===== src/rtl/idp_pkg.sv =====
// Shared types and constants for the int8 dot-product register device.
// Used by idp_regs, idp_mac and int8_dot_product_register_device_core.
package idp_pkg;

  localparam int WORD_W = 32;
  localparam int OFF_W  = 3;
  localparam int BYTE_W = 8;
  localparam int PROD_W = 2 * BYTE_W;
  // |sum| <= 8 * 128 * 128 = 2^17, so 19 signed bits suffice
  localparam int ACC_W  = 19;
  localparam int LANES  = 4;
  localparam int STEPS  = 2 * LANES;
  localparam int CNT_W  = 4;

  localparam logic [OFF_W-1:0] OFF_CTRL   = 3'd0;
  localparam logic [OFF_W-1:0] OFF_A      = 3'd1;
  localparam logic [OFF_W-1:0] OFF_B      = 3'd2;
  localparam logic [OFF_W-1:0] OFF_C      = 3'd3;
  localparam logic [OFF_W-1:0] OFF_D      = 3'd4;
  localparam logic [OFF_W-1:0] OFF_RESULT = 3'd5;

  localparam logic FUNC_READ  = 1'b0;
  localparam logic FUNC_WRITE = 1'b1;

  localparam int GO_BIT   = 0;
  localparam int DONE_BIT = 31;

  typedef enum logic [0:0] {
    ST_IDLE = 1'b0,
    ST_CALC = 1'b1
  } seq_state_t;

  typedef struct packed {
    logic              accept;
    logic              func;
    logic [OFF_W-1:0]  offset;
    logic [WORD_W-1:0] data;
  } bus_req_t;

endpackage


===== src/rtl/idp_regs.sv =====
// Register file of the dot-product device: operands, control flags, result.
// Depends on idp_pkg; sum updates come from idp_mac.
module idp_regs (
  input  logic                             clk,
  input  logic                             rst,
  input  idp_pkg::bus_req_t                req,
  input  logic                             sum_load,
  input  logic [idp_pkg::WORD_W-1:0]       sum_in,
  output logic [idp_pkg::WORD_W-1:0]       rd_data,
  output logic [idp_pkg::WORD_W-1:0]       operand_a,
  output logic [idp_pkg::WORD_W-1:0]       operand_b,
  output logic [idp_pkg::WORD_W-1:0]       operand_c,
  output logic [idp_pkg::WORD_W-1:0]       operand_d
);

  logic                       go_flag;
  logic                       done_flag;
  logic [idp_pkg::WORD_W-1:0] sum_word;
  logic                       wr;

  assign wr = req.accept && (req.func == idp_pkg::FUNC_WRITE);

  always_ff @(posedge clk) begin
    if (rst) begin
      operand_a <= '0;
      operand_b <= '0;
      operand_c <= '0;
      operand_d <= '0;
      go_flag   <= 1'b0;
      done_flag <= 1'b0;
      sum_word  <= '0;
    end else begin
      if (wr) begin
        unique case (req.offset)
          idp_pkg::OFF_CTRL: begin
            go_flag   <= req.data[idp_pkg::GO_BIT];
            done_flag <= req.data[idp_pkg::GO_BIT];
          end
          idp_pkg::OFF_A: operand_a <= req.data;
          idp_pkg::OFF_B: operand_b <= req.data;
          idp_pkg::OFF_C: operand_c <= req.data;
          idp_pkg::OFF_D: operand_d <= req.data;
          default: ;
        endcase
      end
      if (sum_load) begin
        sum_word <= sum_in;
      end
    end
  end

  always_comb begin
    rd_data = '0;
    unique case (req.offset)
      idp_pkg::OFF_CTRL: begin
        rd_data[idp_pkg::GO_BIT]   = go_flag;
        rd_data[idp_pkg::DONE_BIT] = done_flag;
      end
      idp_pkg::OFF_A:      rd_data = operand_a;
      idp_pkg::OFF_B:      rd_data = operand_b;
      idp_pkg::OFF_C:      rd_data = operand_c;
      idp_pkg::OFF_D:      rd_data = operand_d;
      idp_pkg::OFF_RESULT: rd_data = sum_word;
      default:             rd_data = '0;
    endcase
  end

endmodule


===== src/rtl/idp_mac.sv =====
// Shared 8x8 signed multiplier and accumulator stepping over the eight byte pairs.
// Depends on idp_pkg; started and observed by the top-level sequencer.
module idp_mac (
  input  logic                       clk,
  input  logic                       rst,
  input  logic                       start,
  input  logic [idp_pkg::WORD_W-1:0] operand_a,
  input  logic [idp_pkg::WORD_W-1:0] operand_b,
  input  logic [idp_pkg::WORD_W-1:0] operand_c,
  input  logic [idp_pkg::WORD_W-1:0] operand_d,
  output logic                       done,
  output logic [idp_pkg::WORD_W-1:0] sum
);

  logic                              busy;
  logic [idp_pkg::CNT_W-1:0]         cnt;
  logic                              prod_vld;
  logic signed [idp_pkg::PROD_W-1:0] prod;
  logic signed [idp_pkg::ACC_W-1:0]  acc;
  logic signed [idp_pkg::ACC_W-1:0]  acc_next;
  logic [idp_pkg::WORD_W-1:0]        x_word;
  logic [idp_pkg::WORD_W-1:0]        y_word;
  logic signed [idp_pkg::BYTE_W-1:0] x_byte;
  logic signed [idp_pkg::BYTE_W-1:0] y_byte;
  logic                              last;

  // Steps 0..3 walk A.B, steps 4..7 walk C.D
  assign x_word = cnt[2] ? operand_c : operand_a;
  assign y_word = cnt[2] ? operand_d : operand_b;
  assign x_byte = x_word[cnt[1:0]*idp_pkg::BYTE_W +: idp_pkg::BYTE_W];
  assign y_byte = y_word[cnt[1:0]*idp_pkg::BYTE_W +: idp_pkg::BYTE_W];

  assign last = busy && (cnt == idp_pkg::CNT_W'(idp_pkg::STEPS));

  always_comb begin
    acc_next = acc;
    if (prod_vld) begin
      acc_next = acc + {{(idp_pkg::ACC_W-idp_pkg::PROD_W){prod[idp_pkg::PROD_W-1]}}, prod};
    end
  end

  always_ff @(posedge clk) begin
    if (rst) begin
      busy     <= 1'b0;
      cnt      <= '0;
      prod_vld <= 1'b0;
    end else if (start) begin
      busy     <= 1'b1;
      cnt      <= '0;
      prod_vld <= 1'b0;
    end else if (busy) begin
      if (last) begin
        busy     <= 1'b0;
        prod_vld <= 1'b0;
      end else begin
        cnt      <= cnt + 1'b1;
        prod_vld <= 1'b1;
      end
    end
  end

  always_ff @(posedge clk) begin
    if (start) begin
      acc <= '0;
    end else begin
      acc <= acc_next;
    end
    prod <= x_byte * y_byte;
  end

  assign done = last;
  assign sum  = {{(idp_pkg::WORD_W-idp_pkg::ACC_W){acc_next[idp_pkg::ACC_W-1]}}, acc_next};

  default disable iff (rst);

  a_start_busy: assert property (@(posedge clk) start |=> busy && (cnt == '0))
    else $error("mac did not start clean");
  a_done_idle: assert property (@(posedge clk) done |=> !busy)
    else $error("mac still busy after done");
  a_cnt_range: assert property (@(posedge clk)
    busy |-> (cnt <= idp_pkg::CNT_W'(idp_pkg::STEPS)))
    else $error("mac step count overran");

endmodule


===== src/rtl/int8_dot_product_register_device_core.sv =====
// Register access: the response is registered in the output register, or in the
// skid entry while the output stalls; one request per cycle when nothing stalls.
// Control write with Go set: the response is registered as for any request, then
// the shared multiplier walks the eight byte pairs and ready stays low until done.
// Synchronous active-high reset clears operand registers, flags and result to zero.
module int8_dot_product_register_device_core (
  input  logic                       clk,
  input  logic                       rst,
  input  logic                       in_valid,
  output logic                       in_ready,
  input  logic                       func,
  input  logic [idp_pkg::OFF_W-1:0]  word_offset,
  input  logic [idp_pkg::WORD_W-1:0] write_word,
  output logic                       out_valid,
  input  logic                       out_ready,
  output logic [idp_pkg::WORD_W-1:0] read_word
);

  idp_pkg::seq_state_t        state;
  idp_pkg::seq_state_t        state_next;
  idp_pkg::bus_req_t          req;
  logic                       accept;
  logic                       go_start;
  logic                       mac_done;
  logic [idp_pkg::WORD_W-1:0] mac_sum;
  logic [idp_pkg::WORD_W-1:0] rd_data;
  logic [idp_pkg::WORD_W-1:0] resp;
  logic [idp_pkg::WORD_W-1:0] operand_a;
  logic [idp_pkg::WORD_W-1:0] operand_b;
  logic [idp_pkg::WORD_W-1:0] operand_c;
  logic [idp_pkg::WORD_W-1:0] operand_d;
  logic                       skid_valid;
  logic [idp_pkg::WORD_W-1:0] skid_word;

  assign accept     = in_valid && in_ready;
  assign req.accept = accept;
  assign req.func   = func;
  assign req.offset = word_offset;
  assign req.data   = write_word;

  assign go_start = accept && (func == idp_pkg::FUNC_WRITE) &&
                    (word_offset == idp_pkg::OFF_CTRL) && write_word[idp_pkg::GO_BIT];

  // Writes answer zero
  assign resp = (func == idp_pkg::FUNC_WRITE) ? '0 : rd_data;

  idp_regs u_regs (
    .clk       (clk),
    .rst       (rst),
    .req       (req),
    .sum_load  (mac_done),
    .sum_in    (mac_sum),
    .rd_data   (rd_data),
    .operand_a (operand_a),
    .operand_b (operand_b),
    .operand_c (operand_c),
    .operand_d (operand_d)
  );

  idp_mac u_mac (
    .clk       (clk),
    .rst       (rst),
    .start     (go_start),
    .operand_a (operand_a),
    .operand_b (operand_b),
    .operand_c (operand_c),
    .operand_d (operand_d),
    .done      (mac_done),
    .sum       (mac_sum)
  );

  always_ff @(posedge clk) begin
    if (rst) begin
      state <= idp_pkg::ST_IDLE;
    end else begin
      state <= state_next;
    end
  end

  always_comb begin
    state_next = state;
    unique case (state)
      idp_pkg::ST_IDLE: if (go_start) state_next = idp_pkg::ST_CALC;
      idp_pkg::ST_CALC: if (mac_done) state_next = idp_pkg::ST_IDLE;
      default:          state_next = idp_pkg::ST_IDLE;
    endcase
  end

  always_comb begin
    in_ready = (state == idp_pkg::ST_IDLE) && !skid_valid;
  end

  // Output register with one skid entry behind it
  always_ff @(posedge clk) begin
    if (rst) begin
      out_valid  <= 1'b0;
      skid_valid <= 1'b0;
    end else if (!out_valid || out_ready) begin
      if (skid_valid) begin
        out_valid  <= 1'b1;
        skid_valid <= 1'b0;
      end else begin
        out_valid <= accept;
      end
    end else if (accept) begin
      skid_valid <= 1'b1;
    end
  end

  always_ff @(posedge clk) begin
    if (!out_valid || out_ready) begin
      if (skid_valid) begin
        read_word <= skid_word;
      end else if (accept) begin
        read_word <= resp;
      end
    end else if (accept) begin
      skid_word <= resp;
    end
  end

  default disable iff (rst);

  a_go_blocks: assert property (@(posedge clk) go_start |=> !in_ready)
    else $error("request taken while dot product runs");
  a_done_in_calc: assert property (@(posedge clk) mac_done |-> (state == idp_pkg::ST_CALC))
    else $error("mac finished outside calc state");
  a_skid_behind_out: assert property (@(posedge clk) skid_valid |-> out_valid)
    else $error("skid entry held with output empty");
  a_skid_no_accept: assert property (@(posedge clk) skid_valid |-> !accept)
    else $error("request taken with skid full");

endmodule

===== config.mk =====
export PLATFORM = sky130hd
export DESIGN_NAME = int8_dot_product_register_device_core
export DESIGN_NICKNAME = d
export VERILOG_FILES = /design/src/rtl/idp_pkg.sv /design/src/rtl/idp_regs.sv /design/src/rtl/idp_mac.sv /design/src/rtl/int8_dot_product_register_device_core.sv
export SDC_FILE = /design/constraint.sdc
export NUM_CORES = 1
export LEC_CHECK = 0
export ABC_AREA = 1
export ABC_CLOCK_PERIOD_IN_PS = 7300
export BUFFER_PORTS_ARGS = -buffer_cell sky130_fd_sc_hd__buf_2
export CORE_ASPECT_RATIO = 0.9
export CORE_UTILIZATION = 25
export CTS_BUF_LIST = sky130_fd_sc_hd__clkbuf_4 sky130_fd_sc_hd__clkbuf_8 sky130_fd_sc_hd__clkbuf_16
export CTS_CLUSTER_SIZE = 30
export DETAILED_ROUTE_END_ITERATION = 7
export GPL_TIMING_DRIVEN = 1
export SYNTH_ARGS = -nofsm -noshare
export SYNTH_HDL_FRONTEND = slang
export SYNTH_SLANG_ARGS = --single-unit

===== constraint.sdc =====
create_clock -name clk -period 7.3 [get_ports clk]
set_input_delay 2.19 -clock clk [delete_from_list [all_inputs] [get_ports clk]]
set_output_delay 2.19 -clock clk [all_outputs]
set_load 0.01 [all_outputs]

---- Word-level counts from Yosys, hierarchy flattened ----
Index checks and enable logic that the tools add are counted.
word-level totals
  register bits ........................... 256
  input port bits ......................... 40
  logic and storage cells ................. 66
cells by class
  $add $sub $neg .......................... 2
  $mul .................................... 1
  eq/ne operators ......................... 6
  shift-type cells ........................ 2
  mux-type cells .......................... 15
  bitwise logic cells ..................... 3
  reduce and logical (&&, ||, !) cells .... 21
operators by type and width
  operator                                        count
  two-way mux 32 bit                              5
  one-hot mux 30 bit (5 select lines)             1
  indexed part select 32 x 6 -> 8 bit             2
  adder 19 bit                                    1
  two-way mux 19 bit                              1
  multiplier 8 x 8 -> 16 bit                      1
  AND reduction 2 bit                             8
  one-hot mux 1 bit (6 select lines)              2
  == test 3 x 2 -> 1 bit (second input constant)  2
  == test 3 bit (second input constant)           2
  logical AND 1 bit                               6
  two-way mux 1 bit                               5
  adder 4 x 1 -> 4 bit (second input constant)    1
  == test 4 bit (second input constant)           1
  OR reduction 2 bit                              2
  == test 3 x 1 -> 1 bit (second input constant)  1
  logical NOT 3 bit                               1
  NOT 1 bit                                       3
  logical NOT 1 bit                               2
  one-hot mux 1 bit (2 select lines)              1
  nonzero test 2 bit                              1
  logical OR 1 bit                                1

---- Longest topological paths before layout ----
  depth after elaboration ................. 8
  depth in mapped cells ................... 29

---- Cells and area by module ----
A second synthesis with hierarchy kept.
unflattened totals
  cell total of the unflattened synthesis .. 2196
  area, all modules ....................... 16205.5 um^2
modules (own cells, without submodules)
  module                                 times used  cells an instance  area each (um^2)  sequential area each (um^2)
  idp_regs                               1           1055               7290.7            3223.1
  idp_mac                                1           881                6035.8            820.8
  int8_dot_product_register_device_core  1           260                2879.0            1981.9

---- Worst setup path after synthesis ----
OpenSTA, ideal clock, no wires.
  path kind ............................... reg2reg
  from .................................... register u_mac.cnt[0] in the netlist's numbering
  to ...................................... register u_mac.prod[13] in the netlist's numbering
  arrival time ............................ 4.597 ns
  setup slack ............................. 2.586 ns
  cell stages (with the launch flop) ...... 28
  path buffers ............................ 2
  cells stage by stage .................... dfxtp_1 > buf_2 > clkbuf_1 > a21oi_1 > o21ai_0 > nand2_1 > nand2_1 > o21ai_2 > inv_1 > nor2_1 > fa_1 > inv_1 > fa_1 > inv_1 > fa_1 > inv_1 > fa_1 > inv_1 > ha_1 > nand2_1 > inv_1 > nand2_1 > nand2_1 > a21oi_1 > o21ai_0 > and2_1 > o21bai_1 > nand2_1
on the way
  word-level cells in the longest chain between the ends .. 2
  elaborated cells between the ends (all ways) .. 3
  those cells by class .................... 1 x mul; 2 x shift
RTL lines
  element                                                        line                          RTL
  from (decl)                                                    idp_mac.sv:16                 logic [idp_pkg::CNT_W-1:0] cnt;
  from (signal assigned)                                         idp_mac.sv:56                 cnt <= cnt + 1'b1;
  indexed part select 32 x 6 -> 8 bit, on equally long branches  idp_mac.sv:30, idp_mac.sv:31
  multiplier 8 x 8 -> 16 bit *                                   idp_mac.sv:68                 prod <= x_byte * y_byte;
  to (signal assigned)                                           idp_mac.sv:68
  to (decl)                                                      idp_mac.sv:18                 logic signed [idp_pkg::PROD_W-1:0] prod;
Mark *: on every way between the ends. The rest lies on a longest branch, timed or not.
A chain may end at the register's enable or synchronous reset.

---- Worst setup path after layout ----
  from .................................... register u_mac.cnt[2] in the netlist's numbering
  to ...................................... register u_mac.prod[13] in the netlist's numbering
on the way
  word-level cells in the longest chain between the ends .. 3
  elaborated cells between the ends (all ways) .. 5
  those cells by class .................... 1 x mul; 2 x shift; 2 x mux
RTL lines
  element                                                        line
  two-way mux 32 bit, on equally long branches                   idp_mac.sv:28, idp_mac.sv:29
  indexed part select 32 x 6 -> 8 bit, on equally long branches  idp_mac.sv:30, idp_mac.sv:31
  multiplier 8 x 8 -> 16 bit *                                   idp_mac.sv:68
Marked as above.

==> impl_metrics.py <==
metrics = {
    "timing": {
        "skew_ns": 0.01205,
        "rsz0062_at_grt": "false",
        "tightest_slew_ns": 1.187,
        "max_freq_mhz": 162.2,
        "finalSetupViolCount": 0,
        "finalSetupTns_ns": 0,
        "relSlewSlack": 0.2079,
        "drv_slew": 0,
        "hold_viol_final": 0,
        "finalCriticalPeriod_ns": 6.166,
        "fin_crit_sh": 0.8447,
    },
    "critical_path": {
        "reg2reg_slack_ns": 1.13,
        "cp-end-kind": "flop",
        "worstPathArrival_ns": 6.63,
        "crit_required_ns": 7.76,
        "crit_type": "flop to flop",
        "cp-start-kind": "flop",
        "critPathMaxFanout": 66,
    },
    "floorplanning": {
        "fp.dieW_um": 257.0,
        "start_util": 0.2547,
        "io_pins": 74,
        "rows": 83,
        "fp.dieH_um": 231.5,
        "dieArea_um2": 59480,
        "core-area_um2": 57430,
    },
    "synth": {
        "synthesis.nets": 2040,
        "synth_top_cell_area_share": 0.2628,
        "synthMuxAreaShare": 0.0006843,
        "synth_area_leader_cell": "dfxtp_1",
        "synth_top_family_by_area": "compound AO/OA/AOI/OAI gates",
        "synth.distinct_cells": 48,
        "synth_xor_area_frac": 0.01377,
        "syn_inst": 1895,
        "synth-async-reset-ratio": 0,
        "syn_area_um2": 14630,
        "synth-edff-count": 64,
        "synth_flop_cell": "dfxtp_1",
        "synthAdderAreaFrac": 0.1186,
        "ys_warn_count": 0,
        "ys_ff_latch": 256,
        "synth_compound_area_frac": 0.1960,
        "synth_simple_gate_area_frac": 0.1733,
        "yosysSeqAreaShare": 0.3942,
        "syn-mean-instance-area_um2": 7.718,
        "synth_area_leaders": "dfxtp_1 26%, edfxtp_1 13%, nand2_1 8.4%",
    },
    "worst_hold_path": {
        "hold_path.class": "flop to flop",
    },
    "placed_design": {
        "gp_congestion": 0.9476,
        "port_buffers": 73,
        "dpl.hpwl_mm": 33.33,
    },
    "global_route": {
        "globalRouteOverflowTotal": 0,
        "grt_pass1_wl_mm": 70.32,
        "grt_start_max_net_pins": 105,
        "grt_usage": 0.1506,
        "antenna_found_initial": 8,
        "grt_pass1_vias": 12050,
    },
    "power": {
        "power_w": 0.003695,
        "peakVddDrop_v": 0.0001742,
        "p_leak_nw": 6.790,
        "p_per_area_nw_per_um2": 222.3,
    },
    "cells_and_area": {
        "multi_input_area_um2": 7352,
        "nFillCells": 6177,
        "fin_nets": 2056,
        "layout_common_cells": "327 x nand2_1, 242 x inv_1, 210 x o21ai_0, 210 x nor2_1, 209 x a21oi_1",
        "areaGrowthSynthToFinish_pct": 13.61,
        "drive_above_1_share": 0.1028,
        "final_common_cell": "nand2_1",
        "ff_latch_area_um2": 5767,
    },
    "clock_tree": {
        "cts_tree": "done",
        "clock_latency_ns": 0.57,
        "clockBufferDepth": 3,
        "cts-resized-gates": 0,
        "h-tree-depth": 1,
        "cts_buffers": 30,
        "path_clk_slew_ns": 0.06,
        "cts_root_buf": "clkbuf_16",
        "holdBufCountCts": 0,
        "clkSinkCount": 256,
        "cts_setup_buffers": 0,
    },
    "drt": {
        "viasPerCell": 4.669,
        "num_vias": 12620,
        "drt-wirelength-per-cell_um": 16.65,
        "drt_iter0_drc": 1163,
        "ant_nets": 0,
        "wl_mm": 45.03,
        "drc_errors": 0,
        "dr.pass1.iters": 5,
    },
    "flow_run": {
        "maxCapViolations": 0,
    },
    "status": {
        "status": "completed",
    },
}
==> flip-flops by register name (all words and copies together) (netlist names), 4 cells and up <==
signal and cells:
u_regs.sum_word 19, u_mac.cnt 4, u_regs.operand_c 32, skid_word 32
u_regs.operand_b 32, u_mac.prod 16, read_word 32, u_regs.operand_d 32
u_mac.acc 19, u_regs.operand_a 32
==> worst max-delay path, stage by stage (launching register included) <==
cell,delay (ns)
dfxtp_2,0.62
inv_2,0.52
o21ai_0,0.66
nand2_1,0.19
inv_1,0.11
o21ai_2,0.06
inv_1,0.27
nor2_1,0.09
fa_1,0.49
inv_1,0.05
fa_1,0.55
inv_1,0.06
fa_1,0.47
inv_1,0.05
fa_1,0.48
inv_1,0.04
ha_1,0.33
nand2_1,0.14
inv_1,0.05
nand2_1,0.06
nand2_1,0.05
a21oi_1,0.19
o21ai_0,0.16
and2_1,0.18
o21bai_1,0.12
nand2_1,0.05
==> cell usage after synthesis, drive strengths merged, types with 26 or more instances <==
master	count
a21oi	209
buf	54
clkbuf	43
dfxtp	192
edfxtp	64
fa	56
ha	49
inv	265
nand2	330
nand3	43
nor2	222
o21ai	242
o22ai	26
==> worst paths after layout <==
path,start,end,cells after the start
worst min register to register,u_regs.operand_a[4],u_regs.operand_a[4],2
worst max register to register,u_mac.cnt[2],u_mac.prod[13],25
worst min-delay path,u_regs.operand_a[4],u_regs.operand_a[4],2
worst max-delay path,u_mac.cnt[2],u_mac.prod[13],25
==> power breakdown <==
part | internal [W] | switching, W
registers | 0.00154 | 0.0000464
clock network | 0.00102 | 0.000625
logic | 0.000152 | 0.000307
==> stage by stage <==
stage | cells | setup WS [ns] | hold WS, ns | util | instance area (µm²)
finish | 2704 | 1.134 | 0.4705 | 0.2894 | 16620
global placement | 2644 | 1.274 | 0.4496 | 0.2700 | 15510
detailed placement | 2644 | 1.284 | 0.4621 | 0.2700 | 15510
floorplan | 1895 | 2.586 | 0.4268 | - | 14630
CTS | 2700 | 1.251 | 0.4703 | 0.2892 | 16610
global route | 2702 | 0.7258 | 0.4867 | 0.2893 | 16610
==> final cells by class <==
cell class                 count  share of cell area
tap                          765             0.05760
timing repair buffer          81             0.02560
multi-input combinational   1275              0.4424
clock buffer                  39             0.05037
sequential                   256              0.3470
clock inverter                17             0.01589
antenna                        4           0.0006024
inverter                     267             0.06046
==> kinds of logic (layout without fill, tap and decap cells) <==
kind of cell,Yosys count,count (layout)
other,0,4
DFF,256,256
adders and majority gates,105,105
xor gates and xnor gates,23,23
and+or+nand+nor,618,618
muxes,1,1
AOI/OAI and AO/OA,528,528
buffers and inverters,364,404
==> routing by layer <==
layer | share of wire | track usage | vias up
li1 | - | - | 6246
met5 | 0.0011 | 0 | -
met2 | 0.43 | 0.2275 | 418
met3 | 0.092 | 0.04101 | 58
met1 | 0.46 | 0.2086 | 5894
met4 | 0.021 | 0.04297 | 8
(Power assumes the default switching activity.)
